===== config.mk =====
export PLATFORM = sky130hd
export DESIGN_NAME = sbdf_alu
export DESIGN_NICKNAME = d
export VERILOG_FILES = /design/src/sv/sbdf_pkg.sv /design/src/sv/sbdf_alu.sv
export SDC_FILE = /design/constraint.sdc
export NUM_CORES = 2
export LEC_CHECK = 0
export BUFFER_PORTS_ARGS = -buffer_cell sky130_fd_sc_hd__buf_2
export CORE_MARGIN = 4
export CORE_UTILIZATION = 24
export CTS_BUF_LIST = sky130_fd_sc_hd__clkbuf_4
export DETAILED_ROUTE_END_ITERATION = 10
export SYNTH_ARGS = -nofsm -noshare
export SYNTH_HDL_FRONTEND = slang
export SYNTH_SLANG_ARGS = --single-unit

===== constraint.sdc =====
create_clock -name clk -period 14.14 [get_ports clk]
set_clock_uncertainty 0.05 [all_clocks]
set_input_delay 1.414 -clock clk [delete_from_list [all_inputs] [get_ports clk]]
set_output_delay 1.414 -clock clk [all_outputs]
set_load 0.05 [all_outputs]

===== src/sv/sbdf_pkg.sv =====
// Shared item types and iterative arithmetic unit interface for the slew-bounded derivative filter.
`default_nettype none

package sbdf_pkg;

  // Widths of the shared arithmetic unit operands and step counter.
  localparam int ALU_AW = 128;
  localparam int ALU_BW = 64;
  localparam int ALU_SW = 8;

  // Saturation bound of intermediate products and sums.
  localparam logic [63:0] SAT_LIM = 64'h4000_0000_0000_0000;

  typedef struct packed {
    logic [31:0]        time_us;
    logic signed [31:0] sample;
  } in_item_t;

  typedef struct packed {
    logic signed [31:0] filtered_value;
    logic signed [31:0] derivative;
  } out_item_t;

  typedef enum logic {
    ALU_MUL,
    ALU_DIV
  } alu_op_t;

  // Request to the shared unit: a*b (64 x 64) or a/b with a aligned to the top.
  typedef struct packed {
    logic              start;
    alu_op_t           op;
    logic [ALU_AW-1:0] a;
    logic [ALU_BW-1:0] b;
    logic [ALU_SW-1:0] steps;
  } alu_req_t;

  typedef struct packed {
    logic              done;
    logic [ALU_AW-1:0] res;
  } alu_rsp_t;

endpackage

`default_nettype wire


===== src/sv/sbdf_alu.sv =====
// Shared multi-cycle unit: 64x64 multiply by 32-bit partial products, restoring divide.
`default_nettype none

module sbdf_alu (
  input  logic              clk,
  input  logic              rst,
  input  sbdf_pkg::alu_req_t req,
  output sbdf_pkg::alu_rsp_t rsp
);
  import sbdf_pkg::*;

  logic              busy;
  logic              done;
  alu_op_t           op_q;
  logic [63:0]       a_q;
  logic [63:0]       b_q;
  logic [63:0]       rem;
  logic [63:0]       pp;
  logic [ALU_AW-1:0] acc;
  logic [ALU_SW-1:0] cnt;

  logic [1:0]        k;
  logic [31:0]       a_part;
  logic [31:0]       b_part;
  logic [ALU_AW-1:0] pp_sh;
  logic [64:0]       trial;
  logic              ge;

  // Partial product selection and one restoring divide step.
  always_comb begin
    k      = cnt[2:1];
    a_part = k[0] ? a_q[63:32] : a_q[31:0];
    b_part = k[1] ? b_q[63:32] : b_q[31:0];
    unique case (k)
      2'd0:    pp_sh = ALU_AW'(pp);
      2'd3:    pp_sh = ALU_AW'(pp) << 64;
      default: pp_sh = ALU_AW'(pp) << 32;
    endcase
    trial = {rem, acc[ALU_AW-1]};
    ge    = trial >= {1'b0, b_q};
  end

  // Even steps multiply, odd steps accumulate; division shifts one quotient bit a cycle.
  always_ff @(posedge clk) begin
    if (rst) begin
      busy <= 1'b0;
      done <= 1'b0;
      cnt  <= '0;
    end else begin
      done <= 1'b0;
      if (req.start) begin
        busy <= 1'b1;
        op_q <= req.op;
        b_q  <= req.b;
        a_q  <= req.a[63:0];
        rem  <= '0;
        if (req.op == ALU_DIV) begin
          acc <= req.a;
          cnt <= req.steps;
        end else begin
          acc <= '0;
          cnt <= '0;
        end
      end else if (busy) begin
        if (op_q == ALU_MUL) begin
          if (!cnt[0]) begin
            pp <= 64'(a_part) * 64'(b_part);
          end else begin
            acc <= acc + pp_sh;
          end
          if (cnt == ALU_SW'(7)) begin
            busy <= 1'b0;
            done <= 1'b1;
          end
          cnt <= cnt + ALU_SW'(1);
        end else begin
          rem <= ge ? 64'(trial - {1'b0, b_q}) : trial[63:0];
          acc <= {acc[ALU_AW-2:0], ge};
          if (cnt == ALU_SW'(1)) begin
            busy <= 1'b0;
            done <= 1'b1;
          end
          cnt <= cnt - ALU_SW'(1);
        end
      end
    end
  end

  assign rsp.done = done;
  assign rsp.res  = acc;

`ifndef SYNTHESIS
  // A new operation only starts once the previous one has finished.
  a_start_idle: assert property (@(posedge clk) disable iff (rst) req.start |-> !busy)
    else $error("operation started while busy");
  // The partial remainder always stays below the divisor.
  a_rem_bound: assert property (@(posedge clk) disable iff (rst)
      (busy && op_q == ALU_DIV) |-> (rem < b_q))
    else $error("remainder not below divisor");
  // Completion follows a busy cycle and releases the unit.
  a_done_end: assert property (@(posedge clk) disable iff (rst)
      rsp.done |-> (!busy && $past(busy)))
    else $error("done without a finished operation");
`endif

endmodule

`default_nettype wire


==> flow_summary.json <==
{
  "finalMaxSlewViolations": 0,
  "cts_hold_buffers": 0,
  "routedWlPerCell_microns": 25.0,
  "final_cell_mix": "inv_1 (999), fa_1 (898), nor2_1 (844)",
  "synth-main-ff-cell": "edfxtp_1",
  "ys_types": 89,
  "synth_nets": 8506,
  "dr_total_vias": 53900,
  "timing.hold.ws_ns": 0.356,
  "overflow": 0,
  "hold_violations": 0,
  "syn_inst": 6945,
  "yosys_warnings": 0,
  "seqCellArea_sq_um": 11800,
  "reg2reg_depth": 29,
  "grt_pass1_wl_mm": 381,
  "fp.dieW_microns": 515,
  "max_slew_margin_pct": 7.39,
  "finalSetupTns_ns": 0,
  "hold_end": "a_q[14]",
  "hp-class": "input pin to flip-flop",
  "r2r_end": "pp[57]",
  "drtPass1Iterations": 5,
  "core_area_sq_um": 255000,
  "setup_viol": 0,
  "fin_crit_sh_pct": 72.3,
  "cts_setup_buffers": 0,
  "cp-end-kind": "flip-flop",
  "routed_wl_mm": 265,
  "antenna_found_initial": 22,
  "cts_num_sinks": 395,
  "area_delta_synth_final_pct": 11.7,
  "cp_common_cell": "fa_1",
  "detailedPlace.worstSlack_ns": 4.03,
  "worstSetupStartpointType": "flip-flop",
  "die_area_sq_um": 265000,
  "synth_edf_count": 385,
  "std_cell_rows": 185,
  "grt_max_degree": 93,
  "cp_slowest_cell": "dfxtp_4",
  "async_flop_share_pct": 0,
  "clk_latency_ns": 1.21,
  "min_path_cells": 1,
  "cts_root_buffer": "clkbuf_4",
  "postSynthAreaPerCell_sq_um": 8.88,
  "cts_resized": 0,
  "grt_usage_pct": 19.5,
  "ios": 333,
  "top_usage_layer": "met2",
  "rsz0062_at_grt": "false",
  "yosysSeqAreaShare_pct": 19.1,
  "vias_per_cell": 5.08,
  "cp_slowest_stage_delay_ns": 0.88,
  "ant_nets": 0,
  "portBuffers": 332,
  "gr-usage-met1_pct": 26.5,
  "die_h_microns": 515,
  "reg2reg_setup_slack_ns": 3.92,
  "cts_tree": "built",
  "grt_use_met2_pct": 29.7,
  "fmax_ghz": 0.0979,
  "crit_type": "flip-flop to flip-flop",
  "clkTransAtPathRegs_ns": 0.07,
  "drive_gt1_share_pct": 10.4,
  "cp.required_ns": 14.88,
  "hold_path.startpoint": "req[86]",
  "multi_input_area_sq_um": 45100,
  "period_needed_ns": 10.22,
  "cts_buffers": 114,
  "crit_fanout": 45,
  "cap_viol_max_count": 0,
  "fillers": 27400,
  "ys_seq_elements": 395,
  "r2r-start": "cnt[1]",
  "final_util_pct": 27.0,
  "cp_data_arrival_time_ns": 10.95,
  "netlist_area_sq_um": 61700,
  "start_util_pct": 24.2,
  "htree_num_levels": 3,
  "drtIter0Drc": 5433,
  "grtUsageMet3_pct": 5.11,
  "cts_buffer_depth": 3,
  "drcViolationCount": 0,
  "worstMarginPinSlew_ns": 1.35,
  "gp_congestion": 0.999,
  "status": "complete, no violations",
  "nNetsFinal": 8700,
  "first_global_vias": 54900,
  "hpwl_mm": 212,
  "fin_ws_ns": 3.92,
  "final_common_cell": "inv_1"
}
Yosys cell counts (all sizes together), types with 64 or more instances:
cell type | count | area share, %
inv | 1002 | 6.1
fa | 898 | 29
o21ai | 363 | 2.9
o21bai | 75 | 0.92
a22oi | 64 | 0.78
nand2 | 801 | 4.9
a21o | 145 | 1.8
nor2 | 847 | 5.2
xnor2 | 161 | 2.3
xor2 | 81 | 1.1
edfxtp | 385 | 19
and2 | 83 | 0.84
ha | 459 | 9.3
clkbuf | 326 | 2.0
a21oi | 383 | 3.1
mux2i | 91 | 1.5
nand4 | 97 | 0.98
worst max path at each step:
stage | start | cells after the start | to | slack (ns)
4_1_cts | cnt[1] | 29 | pp[57] | 4.02
5_1_grt | cnt[1] | 29 | pp[57] | 3.65
2_1_floorplan | cnt[1] | 31 | pp[57] | 5.15
3_3_place_gp | cnt[2] | 31 | pp[57] | 3.90
3_5_place_dp | cnt[1] | 29 | pp[57] | 4.03
6_report | cnt[1] | 29 | pp[57] | 3.92
state kept, by name, indices dropped and copies added, names as in the netlist:
name and count:
a_q 64, acc 128, b_q 64, busy 1
cnt 8, done 1, op_q 1, pp 64
rem 64
critical path, delay by kind of cell (launching register included):
kind	cells	cell delay, ns
compound gates	9	2.57
xor+xnor	1	0.16
fa+ha+maj	9	4.36
buf+inv	6	1.18
flops	1	0.88
mux	1	0.26
simple gates	3	0.38
per-stage QoR:
stage	instance area (sq um)	std cells
2_1_floorplan	61700	6945
3_3_place_gp	67300	10400
3_5_place_dp	67300	10400
6_report	68900	10600
4_1_cts	68900	10600
5_1_grt	68900	10600
logic make-up (layout without fill, tap and decap cells):
kind of cell | count (synthesis) | count (layout) | synth area share, %
AND/OR/NAND/NOR | 2094 | 2094 | 14.5
buffers and inverters | 1365 | 1648 | 8.36
AO/OA/AOI/OAI | 1364 | 1364 | 14.0
adder cells (fa/ha/maj) | 1357 | 1357 | 38.4
flip-flops | 395 | 395 | 19.1
XOR/XNOR | 242 | 242 | 3.44
multiplexers | 128 | 128 | 2.15
other | 0 | 9 | 0
routing by layer:
layer | share of wire, % | vias up | wire length [microns]
met5 | 0.021 | - | 55
met4 | 4.2 | 10 | 11200
met3 | 11 | 503 | 27900
met2 | 43 | 2909 | 114000
met1 | 42 | 27200 | 112000
li1 | - | 23300 | -
cell type report:
class	count	share of cell area (%)
antenna	9	0.0327
clock buffer	155	1.69
clock inverter	50	0.567
inverter	1002	5.46
multi-input combinational	5185	65.4
sequential	395	17.1
tap	3366	6.11
timing repair buffer	441	3.64
Power is not shown: default switching activity piles up to over one toggle a cycle in this logic, so the estimate is an artifact.
